**config.mk**
```make
export PLATFORM = sky130hd
export DESIGN_NAME = mpfd_ctrl
export DESIGN_NICKNAME = d
export VERILOG_FILES = /design/src/rtl/core/mpfd_pkg.sv /design/src/rtl/core/mpfd_ctrl.sv
export SDC_FILE = /design/constraint.sdc
export NUM_CORES = 1
export LEC_CHECK = 0
export BUFFER_PORTS_ARGS = -buffer_cell sky130_fd_sc_hd__buf_4
export CAP_MARGIN = 20
export CELL_PAD_IN_SITES_DETAIL_PLACEMENT = 1
export CELL_PAD_IN_SITES_GLOBAL_PLACEMENT = 1
export CORE_UTILIZATION = 30
export CTS_CLUSTER_SIZE = 14
export DETAILED_ROUTE_END_ITERATION = 10
export PLACE_DENSITY = 0.8
export SYNTH_ARGS = -nofsm -noshare
export SYNTH_HDL_FRONTEND = slang
export SYNTH_SLANG_ARGS = --single-unit
```
**constraint.sdc**
```tcl
create_clock -name aclk -period 1.7 [get_ports aclk]
set_input_delay 0.17 -clock aclk [delete_from_list [all_inputs] [get_ports aclk]]
set_output_delay 0.17 -clock aclk [all_outputs]
set_load 0.005 [all_outputs]
```
**src/rtl/core/mpfd_pkg.sv**
```systemverilog
// Shared types, constants and font table for the page framebuffer draw core.
// No dependencies.
package mpfd_pkg;

    localparam int DEF_PANEL_WIDTH  = 128;
    localparam int DEF_PANEL_HEIGHT = 64;
    localparam int DEF_DIGIT_COUNT  = 3;
    localparam int STORE_DEPTH      = 1024;
    localparam int ADDR_W           = 10;

    localparam logic [2:0] REQ_CLEAR = 3'd0;
    localparam logic [2:0] REQ_PIXEL = 3'd1;
    localparam logic [2:0] REQ_RECT  = 3'd2;
    localparam logic [2:0] REQ_NUM   = 3'd3;
    localparam logic [2:0] REQ_READ  = 3'd4;

    typedef enum logic [3:0] {
        ST_IDLE,
        ST_WIPE,
        ST_DIGITS,
        ST_PLOT_SETUP,
        ST_RMW_READ,
        ST_RMW_WAIT,
        ST_RMW_WRITE,
        ST_STEP,
        ST_READ_WAIT,
        ST_READ_DONE,
        ST_DONE,
        ST_BOOT,
        ST_BOOT_WIPE
    } mpfd_state_t;

    // Commands from controller to datapath
    typedef struct packed {
        logic load;       // capture request fields
        logic boot;       // zero the ink for the power-up sweep
        logic wipe_init;  // start clear sweep
        logic wipe_step;  // write one byte of the sweep, advance
        logic digit_step; // peel one decimal digit
        logic plot_init;  // set first pixel of the walk
        logic rd_pix;     // issue read of current pixel byte
        logic wr_pix;     // write modified byte
        logic adv;        // advance to next pixel of the walk
        logic rd_idx;     // issue read at read_index
        logic cap_read;   // capture read data into result
        logic clr_res;    // zero the result
    } mpfd_cmd_t;

    // Status from datapath to controller
    typedef struct packed {
        logic [2:0] req;
        logic wipe_last;
        logic digits_done;
        logic walk_empty;
        logic walk_last;
        logic pix_ok;
    } mpfd_sts_t;

    function automatic logic [4:0] glyph_col(input logic [3:0] d, input logic [1:0] c);
        logic [14:0] g;
        unique case (d)
            4'd0: g = {5'h1F, 5'h11, 5'h1F};
            4'd1: g = {5'h1F, 5'h00, 5'h00};
            4'd2: g = {5'h17, 5'h15, 5'h1D};
            4'd3: g = {5'h1F, 5'h15, 5'h15};
            4'd4: g = {5'h1F, 5'h04, 5'h07};
            4'd5: g = {5'h1D, 5'h15, 5'h17};
            4'd6: g = {5'h1D, 5'h15, 5'h1F};
            4'd7: g = {5'h1F, 5'h01, 5'h01};
            4'd8: g = {5'h1F, 5'h15, 5'h1F};
            4'd9: g = {5'h1F, 5'h15, 5'h17};
            default: g = '0;
        endcase
        case (c)
            2'd0: glyph_col = g[4:0];
            2'd1: glyph_col = g[9:5];
            2'd2: glyph_col = g[14:10];
            default: glyph_col = '0;
        endcase
    endfunction

endpackage

```
**src/rtl/core/mpfd_ctrl.sv**
```systemverilog
// Controller state machine for the draw core.
// Depends on mpfd_pkg.
module mpfd_ctrl
    import mpfd_pkg::*;
(
    input  logic      aclk,
    input  logic      aresetn,
    input  logic      s_valid,
    output logic      s_ready,
    output logic      m_valid,
    input  logic      m_ready,
    input  mpfd_sts_t sts,
    output mpfd_cmd_t cmd
);
    mpfd_state_t state_reg, state_next;
    logic        mv_reg, mv_next;

    always_ff @(posedge aclk) begin
        if (!aresetn) begin
            state_reg <= ST_BOOT;
            mv_reg    <= 1'b0;
        end else begin
            state_reg <= state_next;
            mv_reg    <= mv_next;
        end
    end

    assign m_valid = mv_reg;
    assign s_ready = (state_reg == ST_IDLE) && !mv_reg;

    always_comb begin
        state_next = state_reg;
        mv_next    = mv_reg;
        cmd        = '0;
        if (mv_reg && m_ready) begin
            mv_next = 1'b0;
        end
        unique case (state_reg)
            ST_BOOT: begin
                cmd.boot      = 1'b1;
                cmd.wipe_init = 1'b1;
                state_next    = ST_BOOT_WIPE;
            end
            ST_BOOT_WIPE: begin
                cmd.wipe_step = 1'b1;
                if (sts.wipe_last) begin
                    state_next = ST_IDLE;
                end
            end
            ST_IDLE: begin
                if (s_valid && !mv_reg) begin
                    cmd.load    = 1'b1;
                    cmd.clr_res = 1'b1;
                    unique case (sts.req) inside
                        REQ_CLEAR: begin
                            cmd.wipe_init = 1'b1;
                            state_next    = ST_WIPE;
                        end
                        REQ_PIXEL, REQ_RECT: state_next = ST_PLOT_SETUP;
                        REQ_NUM:  state_next = ST_DIGITS;
                        REQ_READ: state_next = ST_READ_WAIT;
                        default:  state_next = ST_DONE;
                    endcase
                    if (sts.req == REQ_READ) begin
                        cmd.rd_idx = 1'b1;
                    end
                end
            end
            ST_WIPE: begin
                cmd.wipe_step = 1'b1;
                if (sts.wipe_last) begin
                    state_next = ST_DONE;
                end
            end
            ST_DIGITS: begin
                cmd.digit_step = 1'b1;
                if (sts.digits_done) begin
                    state_next = ST_PLOT_SETUP;
                end
            end
            ST_PLOT_SETUP: begin
                cmd.plot_init = 1'b1;
                state_next    = ST_RMW_READ;
            end
            ST_RMW_READ: begin
                if (sts.walk_empty) begin
                    state_next = ST_DONE;
                end else if (sts.pix_ok) begin
                    cmd.rd_pix = 1'b1;
                    state_next = ST_RMW_WAIT;
                end else begin
                    state_next = ST_STEP;
                end
            end
            ST_RMW_WAIT: state_next = ST_RMW_WRITE;
            ST_RMW_WRITE: begin
                cmd.wr_pix = 1'b1;
                state_next = ST_STEP;
            end
            ST_STEP: begin
                if (sts.walk_last) begin
                    state_next = ST_DONE;
                end else begin
                    cmd.adv    = 1'b1;
                    state_next = ST_RMW_READ;
                end
            end
            ST_READ_WAIT: state_next = ST_READ_DONE;
            ST_READ_DONE: begin
                cmd.cap_read = 1'b1;
                state_next   = ST_DONE;
            end
            ST_DONE: begin
                mv_next    = 1'b1;
                state_next = ST_IDLE;
            end
            default: state_next = ST_IDLE;
        endcase
    end
endmodule

```
==> impl_metrics.csv <==
group,metric,value,unit
timing,fin_crit_sh,106,%
synth,synth_mux_area_share,0,%
synth,synth.avg_cell_area,7.21,um^2
placed_design,place.gp.congestion,0.870,
synth,yosys.area.top_type,"dfxtp_1",
status,status,"finished, violations left",
synth,syn_inst,75,
synth,synth-compound-area-share,28.2,%
floorplanning,die_area,1980,um^2
routing,top_layer_used,"met3",
routing,wl_per_cell,13.7,um
floorplanning,rows,14,
timing,slew_viol_final,0,
synth,synth_edf_count,0,
synth,synthTopCellsByArea,"dfxtp_1 19%, nand2b_1 6.9%, nor2_1 5.6%",
worst_setup_path,crit_arrival,1.64,ns
synth,synth_nets,87,
cells_and_area,drive_above_1_share,41.1,%
synth,ys_seq_area_share,18.5,%
worst_setup_path,cp_max_fo,3,
routing,route.met2.wl,868,um
synth,synth_most_common_cell,"nor2_1",
synth,synth_cell_types,39,
global_routing,grt_pass1_wl,2900,um
clock_tree,cts-buffers-inserted,3,
clock_tree,cts_tree,"done",
synth,synth_ff_type,"dfxtp_1",
floorplanning,initial_utilization,33.9,%
synth,synth_top_family_by_area,"simple AND/OR/NAND/NOR gates",
worst_setup_path,slowest_stage,"or4_4",
floorplanning,die_w,44.4,um
synth,synthesis.area,541,um^2
cells_and_area,area_growth_syn_to_layout,53.0,%
routing,drc,0,
floorplanning,fp.coreArea,1590,um^2
worst_setup_path,cp_cell_sequence,"or4_4 > nor2_4 > and2_4 > and3_4 > buf_6",
worst_setup_path,crit_type,"register to primary output",
placed_design,hpwl,1350,um
timing,tightest_slew,0.319,ns
global_routing,grt_max_degree,17,
timing,timing.final.ws_setup,-0.106,ns
synth,synth_fa_ha_area_share,0,%
clock_tree,cts-hold-fix-buffers,0,
worst_setup_path,max_stage_delay,0.55,ns
synth,async_reset_ff_share,0,%
global_routing,grt_overflow,0,
timing,skew,0.000517,ns
clock_tree,cts_buffer_depth,2,
timing,period_minus_slack,1.81,ns
timing,setup_violations,3,
clock_tree,worstSkewPairLatency,0.23,ns
clock_tree,cts_root_buffer,"clkbuf_4",
status,violations,"setup timing",
pwr,powerDensity,1160,nW/um^2
worst_setup_path,required,1.53,ns
synth,synthXorXnorAreaFrac,0,%
pwr,p_total,956,uW
timing,grt_setup_unrepaired,"true",
routing,vias,688,
pwr,ir_drop,0.000476,V
global_routing,grt_pass1_vias,673,
flow_run,cap_violations,0,
global_routing,antenna_found_initial,0,
timing,max_clock_freq,0.554,GHz
cells_and_area,largest_reg_flops,4,
cells_and_area,antennaDiodeCount,0,
synth,synth-seq-cells,5,
cells_and_area,fin_nets,120,
synth,yosys.area_share.simple,44.7,%
synth,ys_warn_count,0,
synth,yosys-top-cells-count,"8 x nor2_1, 6 x nand2b_1, 5 x dfxtp_1",
synth,synth_top_area_share,18.5,%
placed_design,port_buffers,25,
routing,via_per_inst,5.25,
clock_tree,cts_max_level,1,
min_path,hp-class,"input pin to register",
timing,slew_headroom,78.6,%
cells_and_area,fillers,217,
floorplanning,ios,26,
global_routing,grt_use_total,19.6,%
placed_design,dpl_worst_slack,0.168,ns
routing,drt-met1-wl,835,um
worst_setup_path,cp-start-kind,"register",
routing,drt_pre_antenna_iters,4,
timing,hold_viol,0,
routing,drtIter0Drc,14,
floorplanning,die_h,44.4,um
worst_setup_path,end_kind,"primary output",
pwr,power.leakage,0.000367,uW
routing,wl_met3,87,um
routing,routed_wl,1790,um
clock_tree,clkTransAtPathRegs,0.04,ns
routing,ant_nets,0,
clock_tree,cts_sinks,5,
-- what timing repair did --
| action | CTS | global route |
|---|---|---|
| gates cloned | 0 | 0 |
| buffers inserted | 1 | 2 |
| endpoints found under the setup margin | 2 | 3 |
| resized for setup | 0 | 3 |
| pin swaps | 1 | 4 |
-- cell families (layout without fill, tap and decap cells) --
group | Yosys count | in the layout
simple gates | 38 | 38
flops | 5 | 5
buf+inv | 10 | 42
compound gates | 22 | 22
-- final timing paths --
check | start | to | slack [ns] | cells past startpoint
max | state_reg[2] | cmd[2] | -0.11 | 5
min | aresetn | state_reg[0] | 0.17 | 2
max reg2reg | state_reg[1] | state_reg[3] | 0.19 | 5
min reg2reg | m_valid | m_valid | 0.69 | 3
-- area by class of cell --
cell class,instances,area [um^2],area share (%)
clock buffers,4,26.3,3.18
well taps,24,30.0,3.63
flip-flops and latches,5,101,12.3
inverters,5,18.8,2.27
repair buffers,33,251,30.4
multi-input cells,60,399,48.3
-- cells in the final DEF (no fill, tap or decap), types with 3 or more instances in the layout --
| cell | Yosys | layout |
|---|---|---|
| buf_4 | 1 | 32 |
| nor2_1 | 8 | 8 |
| nand2b_1 | 6 | 6 |
| dfxtp_1 | 5 | 4 |
| nor3_1 | 3 | 3 |
| inv_1 | 3 | 3 |
| o22ai_1 | 3 | 3 |
| o21ai_1 | 3 | 3 |
| a21o_1 | 3 | 3 |
| clkbuf_4 | 0 | 3 |
-- per-layer routing --
metal	track usage (%)	vias up
met5	0	-
met2	32.4	27
met1	26.4	317
met4	1.82	0
li1	-	344
met3	5.31	0
-- stage by stage --
stage,hold WS [ns],TNS (ns),area [um^2],utilization [%],instances
global route,0.160,-0.464,827,51.9,131
detailed placement,0.409,0,768,48.2,124
floorplan,0.249,0,541,-,75
CTS,0.167,-0.0970,802,50.3,129
global placement,0.406,0,768,48.2,124
finish,0.169,-0.181,827,51.9,131
-- where the power goes --
| part | total, uW | leakage (uW) | switching (uW) | internal (uW) |
|---|---|---|---|---|
| logic | 647 | 0.000310 | 348 | 299 |
| clock network | 131 | 0.0000150 | 42.9 | 88.4 |
| registers | 178 | 0.0000421 | 23.5 | 154 |
| total | 956 | 0.000367 | 415 | 541 |
-- worst max-delay path, delay by kind of cell, from the launching register on --
| family | cells | cell delay [ns] |
|---|---|---|
| buf+inv | 1 | 0.08 |
| flops | 1 | 0.31 |
| simple gates | 4 | 1.02 |
No activity file was read; power rests on OpenSTA's default activity.
